**src/rtl/neh_pkg.sv**
```systemverilog
// Shared constants, types and helpers for the navigation health supervisor.
package neh_pkg;

  // Timers saturate at the top of this width; every threshold fits below it
  localparam int TimeW = 26;
  typedef logic [TimeW-1:0] time_t;

  // Request function codes
  localparam logic [1:0] FuncTick    = 2'd0;
  localparam logic [1:0] FuncImpact  = 2'd1;
  localparam logic [1:0] FuncReloc   = 2'd2;

  // Configuration register indexes
  localparam logic [2:0] CfgDegradedAfter = 3'd0;
  localparam logic [2:0] CfgLostAfter     = 3'd1;
  localparam logic [2:0] CfgRecoverHold   = 3'd2;
  localparam logic [2:0] CfgImpactBlind   = 3'd3;
  localparam logic [2:0] CfgImpactToLost  = 3'd4;

  // Configuration reset values
  localparam time_t RstDegradedAfter = 26'd500000;
  localparam time_t RstLostAfter     = 26'd2000000;
  localparam time_t RstRecoverHold   = 26'd300000;
  localparam time_t RstImpactBlind   = 26'd200000;

  // Validity codes
  localparam logic [1:0] ValInvalid  = 2'd0;
  localparam logic [1:0] ValDegraded = 2'd1;
  localparam logic [1:0] ValValid    = 2'd2;

  // Plausible tick length
  localparam logic [15:0] DtMinUs = 16'd500;
  localparam logic [15:0] DtMaxUs = 16'd50000;

  localparam logic [15:0] GoodFramesNeeded = 16'd5;

  // Quality: q = floor(Y / 78125)
  //   tracking class: Y = 640 * (4000000 - min(t, 1000000))
  //   aided class:    Y = 512 * (3500000 - min(t, 2500000))
  localparam time_t       TrkTimeCap = 26'd1000000;
  localparam logic [21:0] TrkBase    = 22'd4000000;
  localparam time_t       AidTimeCap = 26'd2500000;
  localparam logic [21:0] AidBase    = 22'd3500000;
  localparam logic [31:0] QDivisor   = 32'd78125;
  // floor(2^32 / 78125); underestimates the quotient by at most one
  localparam logic [15:0] QRecip     = 16'd54975;

  // Saturating timer add
  function automatic time_t sat_add(input time_t a, input logic [15:0] b);
    logic [TimeW:0] s;
    s = {1'b0, a} + (TimeW+1)'(b);
    return s[TimeW] ? '1 : s[TimeW-1:0];
  endfunction

endpackage

```
**src/rtl/nav_estimator_health_fsm.sv**
```systemverilog
// Navigation health supervisor: status state machine, timers and quality pipeline.
//
// Usage:
//   Request channel (req_valid / req_stall) carries func, dt_us, odom_valid and
//   imu_ok. func 0 is an update tick, 1 an impact event, 2 a relocalize event,
//   3 a no-op that just reports the current health.
//   Result channel (res_valid / res_stall) returns status, validity and a
//   Q1.15 quality for every request, in request order.
//   Configuration is a plain write port (cfg_wr_en, cfg_index, cfg_data);
//   write it only while no request is in flight.
// Timing:
//   One request is accepted per cycle while req_stall is low. The health state
//   is updated as the request leaves stage 0, then the quality is formed over
//   three more stages (offset, reciprocal multiply, remainder correction of
//   the divide by 78125) before the result is registered.
// Reset:
//   rst (synchronous) restores the register defaults, returns the status to
//   init with all timers cleared, and empties the pipeline.
// Stall:
//   A stalled result holds; the pipeline keeps filling its empty stages and
//   raises req_stall only when every stage is occupied.
module nav_estimator_health_fsm (
  input  logic        clk,
  input  logic        rst,
  input  logic        req_valid,
  output logic        req_stall,
  input  logic [1:0]  func,
  input  logic [15:0] dt_us,
  input  logic        odom_valid,
  input  logic        imu_ok,
  output logic        res_valid,
  input  logic        res_stall,
  output logic [2:0]  status,
  output logic [1:0]  validity,
  output logic [15:0] quality,
  input  logic        cfg_wr_en,
  input  logic [2:0]  cfg_index,
  input  logic [25:0] cfg_data
);

  typedef enum logic [2:0] {
    StInit        = 3'd0,
    StImuOnly     = 3'd1,
    StVisualAided = 3'd2,
    StTracking    = 3'd3,
    StDegraded    = 3'd4,
    StLost        = 3'd5,
    StRecovering  = 3'd6,
    StRelocalized = 3'd7
  } status_t;

  // Configuration registers
  neh_pkg::time_t degraded_after;
  neh_pkg::time_t lost_after;
  neh_pkg::time_t recover_hold;
  neh_pkg::time_t impact_blind;
  logic           impact_to_lost;

  // Health state
  status_t        cur_status, status_next;
  neh_pkg::time_t state_timer, state_timer_next;
  neh_pkg::time_t invalid_time, invalid_time_next;
  neh_pkg::time_t blind_left, blind_left_next;
  logic [15:0]    good_frames, good_frames_next;

  // Pipeline valid bits and advance enables
  logic v0, v1, v2, v3;
  logic rdy0, rdy1, rdy2, rdy3, rdy4;

  // Stage payloads
  logic [1:0]     p0_func;
  logic [15:0]    p0_dt;
  logic           p0_odom;
  logic           p0_imu;
  logic [2:0]     p1_status;
  neh_pkg::time_t p1_time;
  logic [2:0]     p2_status;
  logic [1:0]     p2_validity;
  logic [31:0]    p2_y;
  logic [2:0]     p3_status;
  logic [1:0]     p3_validity;
  logic [31:0]    p3_y;
  logic [15:0]    p3_q0;

  // Combinational terms
  logic           dt_ok, vo, blind_active, do_enter;
  neh_pkg::time_t st_sum, inv_sum, dt_ext, t_cap;
  logic [21:0]    y_base;
  logic [1:0]     y_validity;
  logic [31:0]    y_next;
  logic [47:0]    q_prod;
  logic [31:0]    q_rem;
  logic [15:0]    q_final;

  // Advance when the next slot is free or moving on
  assign rdy4      = !res_valid || !res_stall;
  assign rdy3      = !v3 || rdy4;
  assign rdy2      = !v2 || rdy3;
  assign rdy1      = !v1 || rdy2;
  assign rdy0      = !v0 || rdy1;
  assign req_stall = !rdy0;

  // Configuration writes
  always_ff @(posedge clk) begin
    if (rst) begin
      degraded_after <= neh_pkg::RstDegradedAfter;
      lost_after     <= neh_pkg::RstLostAfter;
      recover_hold   <= neh_pkg::RstRecoverHold;
      impact_blind   <= neh_pkg::RstImpactBlind;
      impact_to_lost <= 1'b0;
    end else if (cfg_wr_en) begin
      case (cfg_index)
        neh_pkg::CfgDegradedAfter: degraded_after <= cfg_data;
        neh_pkg::CfgLostAfter:     lost_after     <= cfg_data;
        neh_pkg::CfgRecoverHold:   recover_hold   <= cfg_data;
        neh_pkg::CfgImpactBlind:   impact_blind   <= cfg_data;
        neh_pkg::CfgImpactToLost:  impact_to_lost <= cfg_data[0];
        default: ;
      endcase
    end
  end

  // Next health state for the request in stage 0
  always_comb begin
    status_next       = cur_status;
    state_timer_next  = state_timer;
    invalid_time_next = invalid_time;
    blind_left_next   = blind_left;
    good_frames_next  = good_frames;
    do_enter          = 1'b0;
    dt_ext            = neh_pkg::time_t'(p0_dt);
    dt_ok             = (p0_dt >= neh_pkg::DtMinUs) && (p0_dt <= neh_pkg::DtMaxUs) && p0_imu;
    st_sum            = neh_pkg::sat_add(state_timer, p0_dt);
    inv_sum           = neh_pkg::sat_add(invalid_time, p0_dt);
    blind_active      = (blind_left != '0);
    vo                = p0_odom && !blind_active;
    case (p0_func)
      neh_pkg::FuncTick: begin
        if (!dt_ok) begin
          status_next = StDegraded;
        end else begin
          state_timer_next = st_sum;
          if (blind_active) begin
            blind_left_next = (blind_left > dt_ext) ? blind_left - dt_ext : '0;
          end
          if (vo) begin
            invalid_time_next = '0;
            if (good_frames != '1) begin
              good_frames_next = good_frames + 16'd1;
            end
          end else begin
            invalid_time_next = inv_sum;
            good_frames_next  = '0;
          end
          case (cur_status)
            StInit: begin
              status_next = vo ? StVisualAided : StImuOnly;
              do_enter    = 1'b1;
            end
            StImuOnly: begin
              if (vo) begin
                status_next = StVisualAided;
                do_enter    = 1'b1;
              end else if (invalid_time_next >= degraded_after) begin
                status_next = StDegraded;
                do_enter    = 1'b1;
              end
            end
            StVisualAided: begin
              if (!vo) begin
                status_next = StImuOnly;
                do_enter    = 1'b1;
              end else if (good_frames_next >= neh_pkg::GoodFramesNeeded) begin
                status_next = StTracking;
                do_enter    = 1'b1;
              end
            end
            StTracking: begin
              if (invalid_time_next >= degraded_after) begin
                status_next = StDegraded;
                do_enter    = 1'b1;
              end
            end
            StDegraded: begin
              if (vo) begin
                status_next = StRecovering;
                do_enter    = 1'b1;
              end else if (invalid_time_next >= lost_after) begin
                status_next = StLost;
                do_enter    = 1'b1;
              end
            end
            StLost: begin
              if (vo) begin
                status_next = StRecovering;
                do_enter    = 1'b1;
              end
            end
            StRecovering: begin
              if (vo && (st_sum >= recover_hold)) begin
                status_next = StRelocalized;
                do_enter    = 1'b1;
              end else if (!vo && (invalid_time_next >= lost_after)) begin
                status_next = StLost;
                do_enter    = 1'b1;
              end
            end
            default: begin
              status_next = StTracking;
              do_enter    = 1'b1;
            end
          endcase
        end
      end
      neh_pkg::FuncImpact: begin
        blind_left_next  = impact_blind;
        good_frames_next = '0;
        status_next      = impact_to_lost ? StLost : StDegraded;
        do_enter         = 1'b1;
      end
      neh_pkg::FuncReloc: begin
        status_next       = StRelocalized;
        invalid_time_next = '0;
        good_frames_next  = '0;
        do_enter          = 1'b1;
      end
      default: ;
    endcase
    // Entering a state restarts its timer
    if (do_enter) begin
      state_timer_next = '0;
    end
  end

  // Quality dividend from the committed status and invalid time
  always_comb begin
    t_cap      = '0;
    y_base     = '0;
    y_validity = neh_pkg::ValInvalid;
    y_next     = '0;
    case (p1_status)
      StTracking, StRelocalized: begin
        y_validity = neh_pkg::ValValid;
        t_cap      = (p1_time > neh_pkg::TrkTimeCap) ? neh_pkg::TrkTimeCap : p1_time;
        y_base     = neh_pkg::TrkBase - t_cap[21:0];
        y_next     = (32'(y_base) << 9) + (32'(y_base) << 7);
      end
      StImuOnly, StVisualAided, StDegraded, StRecovering: begin
        y_validity = neh_pkg::ValDegraded;
        t_cap      = (p1_time > neh_pkg::AidTimeCap) ? neh_pkg::AidTimeCap : p1_time;
        y_base     = neh_pkg::AidBase - t_cap[21:0];
        y_next     = 32'(y_base) << 9;
      end
      default: ;
    endcase
  end

  // Reciprocal multiply, then correct the low quotient by one
  assign q_prod  = 48'(p2_y) * 48'(neh_pkg::QRecip);
  assign q_rem   = p3_y - 32'(p3_q0) * neh_pkg::QDivisor;
  assign q_final = p3_q0 + 16'(q_rem >= neh_pkg::QDivisor);

  // Pipeline control and health state
  always_ff @(posedge clk) begin
    if (rst) begin
      v0           <= 1'b0;
      v1           <= 1'b0;
      v2           <= 1'b0;
      v3           <= 1'b0;
      res_valid    <= 1'b0;
      cur_status   <= StInit;
      state_timer  <= '0;
      invalid_time <= '0;
      blind_left   <= '0;
      good_frames  <= '0;
    end else begin
      if (rdy0) v0 <= req_valid;
      if (rdy1) v1 <= v0;
      if (rdy2) v2 <= v1;
      if (rdy3) v3 <= v2;
      if (rdy4) res_valid <= v3;
      // Commit the state as the request leaves stage 0
      if (v0 && rdy1) begin
        cur_status   <= status_next;
        state_timer  <= state_timer_next;
        invalid_time <= invalid_time_next;
        blind_left   <= blind_left_next;
        good_frames  <= good_frames_next;
      end
    end
  end

  // Pipeline payloads
  always_ff @(posedge clk) begin
    if (req_valid && rdy0) begin
      p0_func <= func;
      p0_dt   <= dt_us;
      p0_odom <= odom_valid;
      p0_imu  <= imu_ok;
    end
    if (v0 && rdy1) begin
      p1_status <= status_next;
      p1_time   <= invalid_time_next;
    end
    if (v1 && rdy2) begin
      p2_status   <= p1_status;
      p2_validity <= y_validity;
      p2_y        <= y_next;
    end
    if (v2 && rdy3) begin
      p3_status   <= p2_status;
      p3_validity <= p2_validity;
      p3_y        <= p2_y;
      p3_q0       <= q_prod[47:32];
    end
    if (v3 && rdy4) begin
      status   <= p3_status;
      validity <= p3_validity;
      quality  <= q_final;
    end
  end

endmodule

```
**config.mk**
```make
export PLATFORM = sky130hd
export DESIGN_NAME = nav_estimator_health_fsm
export DESIGN_NICKNAME = d
export VERILOG_FILES = /design/src/rtl/neh_pkg.sv /design/src/rtl/nav_estimator_health_fsm.sv
export SDC_FILE = /design/constraint.sdc
export NUM_CORES = 2
export LEC_CHECK = 0
export BUFFER_PORTS_ARGS = -buffer_cell sky130_fd_sc_hd__buf_4
export CORE_UTILIZATION = 45
export DETAILED_ROUTE_END_ITERATION = 16
export GPL_ROUTABILITY_DRIVEN = 0
export HOLD_SLACK_MARGIN = 0.1
export SYNTH_ARGS = -nofsm -noshare
export SYNTH_HDL_FRONTEND = slang
export SYNTH_SLANG_ARGS = --single-unit
```
**constraint.sdc**
```tcl
create_clock -name clk -period 8.7 [get_ports clk]
set_clock_uncertainty 0.05 [all_clocks]
set_input_delay 0.435 -clock clk [delete_from_list [all_inputs] [get_ports clk]]
set_output_delay 0.435 -clock clk [all_outputs]
set_load 0.01 [all_outputs]
```
# Word level (Yosys, flattened, before mapping)
# Cells that the tools add are included.
dict set report word_totals {
  ff_bits 367
  input_bits 54
  word_cells 166
}
dict set report op_classes {
  addsub 9
  mul 2
  n_lt_le_gt_ge 10
  eq_ne 21
  mux 50
  reduce_logical 43
}
# cell n
set ops {}
lappend ops {{2-to-1 mux 26 bit} 12}
lappend ops {{one-hot mux 26 bit (2 select lines)} 2}
lappend ops {{2-to-1 mux 16 bit} 5}
lappend ops {{>= comparator 26 bit} 3}
lappend ops {{one-hot mux 32 bit (2 select lines)} 1}
lappend ops {{adder 26 x 16 -> 27 bit} 2}
lappend ops {{multiplier 32 x 16 -> 48 bit (second input constant)} 1}
lappend ops {{2-to-1 mux 22 bit} 2}
lappend ops {{subtractor 22 bit (first input constant)} 2}
lappend ops {{adder 31 x 29 -> 32 bit} 1}
lappend ops {{>= comparator 32 x 17 -> 1 bit (second input constant)} 1}
lappend ops {{multiplier 16 x 17 -> 32 bit (second input constant)} 1}
lappend ops {{one-hot mux 16 bit (2 select lines)} 1}
lappend ops {{subtractor 32 bit} 1}
lappend ops {{2-to-1 mux 3 bit} 10}
lappend ops {{greater-than comparator 26 x 16 -> 1 bit} 1}
lappend ops {{greater-than comparator 26 x 20 -> 1 bit (second input constant)} 1}
lappend ops {{greater-than comparator 26 x 22 -> 1 bit (second input constant)} 1}
lappend ops {{nonzero test 26 bit} 1}
lappend ops {{subtractor 26 x 16 -> 26 bit} 1}
lappend ops {{equality test 3 bit (second input constant)} 7}
lappend ops {{one-hot mux 3 bit (7 select lines)} 1}
lappend ops {{equality test 3 x 2 -> 1 bit (second input constant)} 6}
lappend ops {{adder 16 x 1 -> 16 bit} 1}
lappend ops {{other kinds (26)} 70}

# Logic depth before layout (Yosys ltp)
dict set report depth {
  depth_word 15
  depth_mapped 27
  depth_no_buf 26
}

# Worst setup path before layout
# OpenSTA, ideal clock, no wires.
dict set report synth_path {
  kind {register to register}
  start {register p3_q0[13]}
  end {register quality[14] (data pin)}
  setup_ns 0.263
  t_arrival_ns 6.694
  slack_ns 1.693
  stages_incl_launch_ff 27
  synth_period_minus_slack_ns 7.007
  path_cell_list {edfxtp_1 ha_1 xor2_1 ha_1 inv_1 fa_1 inv_1 fa_1 fa_1 inv_1 fa_1 inv_1 ha_1 clkbuf_1 o21ai_0 a21boi_0 nor3b_1 o21ai_0 or3_1 a31oi_1 mux2_2 nand4_1 ha_1 nand4_1 nor2_1 nand4_1 xnor2_1}
}
dict set report synth_via {
  elab_chain_cells 4
}
# element line_no
set synth_rtl {}
lappend synth_rtl {{start, declared} nav_estimator_health_fsm.sv:83} ;# logic [15:0] p3_q0;
lappend synth_rtl {{start signal, assigned} nav_estimator_health_fsm.sv:314} ;# p3_q0 <= q_prod[47:32];
lappend synth_rtl {{multiplier 16 x 17 -> 32 bit} nav_estimator_health_fsm.sv:260} ;# assign q_rem = p3_y - 32'(p3_q0) * neh_pkg::QDivisor;
lappend synth_rtl {{subtractor 32 bit} nav_estimator_health_fsm.sv:260}
lappend synth_rtl {{>= comparator 32 x 17 -> 1 bit} nav_estimator_health_fsm.sv:261} ;# assign q_final = p3_q0 + 16'(q_rem >= neh_pkg::QDivisor);
lappend synth_rtl {{adder 16 x 1 -> 16 bit *} nav_estimator_health_fsm.sv:261}
lappend synth_rtl {{named net q_final[14]} nav_estimator_health_fsm.sv:93} ;# logic [15:0] q_final;
lappend synth_rtl {{end signal, assigned} nav_estimator_health_fsm.sv:319} ;# quality <= q_final;
lappend synth_rtl {{end, declared} nav_estimator_health_fsm.sv:35} ;# output logic [15:0] quality,
# Mark *: on every way through the listed nets, which the timed path passes. The rest lies on a longest branch.
# A chain may end at the register's enable or synchronous reset.

# Worst setup path in the final report
# Ends and elaborated chain as after synthesis.

==> run_results.csv <==
group,metric,value,unit
outcome,status,"complete, no violations",
logic_synthesis,synth_cell_types,84,
setup_path,critPathLaunchType,"flop",
global_route,grt_pass1_vias,27200,
finish,fin_nets,4833,
sta,rsz0062_at_grt,"no",
detailed_routing,vias_per_cell,5.40,
clock_network,worstSkewPairLatency,620,ps
die,rows,101,
logic_synthesis,syn_area,0.0350,mm^2
logic_synthesis,avgSynthCellArea,8.90,um^2
setup_path,required,8960,ps
logic_synthesis,synth_top_family_by_area,"adder cells",
detailed_routing,drt-pass1-iter-count,5,
detailed_routing,wl_per_cell,18.8,um
place,place_worst_setup_slack,876,ps
setup_path,critPathCaptureType,"flop",
logic_synthesis,synth_xor_area_share,3.38,%
sta,max_freq,126,MHz
logic_synthesis,synthAdderAreaFrac,33.9,%
sta,hold_violations,0,
sta,period_minus_slack,7920,ps
detailed_routing,routed_wirelength,95500,um
clock_network,htree_levels,2,
logic_synthesis,async_flop_share,0,%
die,die_h,281,um
logic_synthesis,synth_largest_area_cell,"fa_1",
die,die_w,281,um
sta,fin_setup_tns,0,ps
logic_synthesis,synth_compound_area_share,15.2,%
logic_synthesis,yosysWarnings,0,
sta,setup_viol,0,
logic_synthesis,synthCells,3935,
sta,drv_slew,0,
sta,fin_crit_sh,91.0,%
die,start_util,45.8,%
detailed_routing,drt_iter0_markers,1737,
min_path,min_path_type,"in -> reg",
sta,setup_slack,785,ps
sta,tightest_slew,1150,ps
clock_network,cts_buffers,44,
logic_synthesis,synthMuxAreaShare,0.561,%
clock_network,cts_buffer_depth,3,
logic_synthesis,ys_seq_elements,353,
clock_network,cts_root_buffer,"clkbuf_16",
detailed_routing,antenna_left,0,
logic_synthesis,synth-edff-count,146,
detailed_routing,drc,0,
run,maxCapViolCount,0,
clock_network,cts_tree,"built",
finish,drive_gt1_share,5.68,%
setup_path,path_max_fanout,9,
sta,max_slew_margin,23.0,%
place,dpl.hpwl,75100,um
finish,syn_to_final_growth,10.3,%
place,port_buffers,76,
global_route,grt_pass1_wl,152000,um
global_route,grt_usage,24.6,%
setup_path,worstPathArrival,8170,ps
logic_synthesis,synth_area_leaders,"fa_1, ha_1, edfxtp_1",
logic_synthesis,syn-num-nets,4751,
logic_synthesis,yosys.area_share.simple,13.5,%
logic_synthesis,netlist.area_leader.share,17.8,%
logic_synthesis,synth_flop_cell,"dfxtp_1",
die,coreArea,0.0765,mm^2
die,io_pins,77,
logic_synthesis,ys_seq_area_share,24.3,%
clock_network,cts.clk_slew.worst_paths,60,ps
clock_network,clkSinkCount,353,
setup_path,critPathKind,"reg -> reg",
global_route,grt_max_degree,96,
die,dieArea,0.0790,mm^2
global_route,antenna_found_initial,0,
detailed_routing,vias,27500,
finish,antennaDiodeCount,0,
global_route,gr-total-overflow,0,
[cells by family (layout without fill, tap and decap cells)]
logic type | Yosys count | in the layout
simple gates | 999 | 999
xor+xnor | 135 | 135
fa+ha+maj | 762 | 762
other cells | 1 | 1
buf+inv | 849 | 966
flops | 353 | 353
compound gates | 817 | 817
mux | 19 | 19
[final cells by class]
type / count / area [um^2]
Inverter: 741 / 2780
Clock buffer: 59 / 1220
Tap cell: 1030 / 1290
Multi-Input combinational cell: 2733 / 23300
Sequential cell: 353 / 8530
Clock inverter: 22 / 288
Timing Repair Buffer: 144 / 1200
Fill cell: 7259 / 37800
[cell usage after synthesis, types with 8 or more instances]
master	number
and3_1	22
xor2_1	41
a21oi_1	254
edfxtp_1	146
nor2b_1	19
nand2_1	396
o21ai_2	18
or3_1	18
o211ai_1	17
nand3_1	65
a221oi_1	14
a21o_1	55
mux2i_1	14
a211oi_1	31
nand2b_1	24
nand4_1	37
o22ai_1	25
fa_1	311
o21ai_0	156
or4_1	12
dfxtp_1	207
nor3b_1	8
a31oi_1	22
o21a_1	39
o31a_1	9
a22o_1	13
o31ai_1	14
and2_1	37
nor3_1	76
xnor2_1	94
nor2_1	208
o211a_1	9
ha_1	451
o21bai_1	20
nor4_1	22
a211o_1	18
nand3b_1	22
inv_1	740
a2111oi_0	9
o2111ai_1	9
a22oi_1	9
clkbuf_1	96
a21boi_0	12
or2_2	14
[through the flow]
step / util, % / cell area (um^2) / cells / hold slack [ps]
finish: 50.5 / 38600 / 5082 / 145
global route: 50.5 / 38600 / 5082 / 179
CTS: 50.5 / 38600 / 5082 / 122
detailed placement: 47.9 / 36600 / 4953 / 355
global placement: 47.9 / 36600 / 4953 / 351
floorplan: - / 35000 / 3935 / 350
[placed cells by master, fill, tap and decap left out, types with 24 or more instances in the layout]
cell and count:
nand4_1 37, nor2_1 205, nand3_1 65, a211oi_1 31
inv_1 740, buf_4 95, nand2_1 396, nor3_1 76
dfxtp_1 207, a21o_1 55, ha_1 451, dlygate4sd3_1 48
o21a_1 39, fa_1 311, edfxtp_1 146, and2_1 37
o21ai_0 155, a21oi_1 254, clkbuf_16 45, o22ai_1 25
xnor2_1 94, xor2_1 41, nand2b_1 24
[flip-flops by register name (all words and copies together), names as in the netlist, 3 cells and up]
register	flops
blind_left	26
cur_status	3
degraded_after	26
good_frames	16
impact_blind	26
invalid_time	26
lost_after	26
p0_dt	16
p1_status	3
p1_time	26
p2_status	3
p2_y	25
p3_q0	16
p3_status	3
p3_y	25
quality	16
recover_hold	26
state_timer	26
status	3
[final timing paths]
path,slack (ps),start,end,cells after the start
setup / recovery,780,p3_q0[13],quality[14],25
hold / removal,150,cfg_index[2],impact_to_lost,4
setup reg to reg,780,p3_q0[13],quality[14],25
hold reg to reg,370,p3_validity[1],validity[1],0
[routing by layer]
layer | GRT usage, % | share of wire, % | up-vias
met2 | 41.7 | 47 | 640
met1 | 33.4 | 46 | 13300
met5 | 0 | 0 | -
li1 | - | - | 13400
met3 | 2.35 | 4.4 | 117
met4 | 6.88 | 2.7 | 0
[what timing repair did]
action / in CTS / in global routing
setup endpoints to repair: 0 / 0
hold endpoints to repair: 122 / 0
setup buffers: 0 / 0
hold buffers: 48 / 0
gates resized for setup: 0 / 0
[worst max-delay path, cell delays in order (launching register included)]
cell and delay (ps):
edfxtp_1 580, ha_1 440, xor2_1 180, ha_1 280, inv_1 50, fa_1 530, inv_1 50, fa_1 510
fa_1 550, inv_1 50, fa_1 530, inv_1 40, ha_1 400, o21ai_0 160, a21boi_0 240, nor3b_1 300
o21ai_0 200, or3_1 350, a31oi_1 270, mux2_2 370, nand4_1 250, ha_1 390, nand4_1 190, nor2_1 340
nand4_1 170, xnor2_1 160
Power is not shown: default switching activity piles up to over one toggle a cycle in this logic, so the estimate is an artifact.
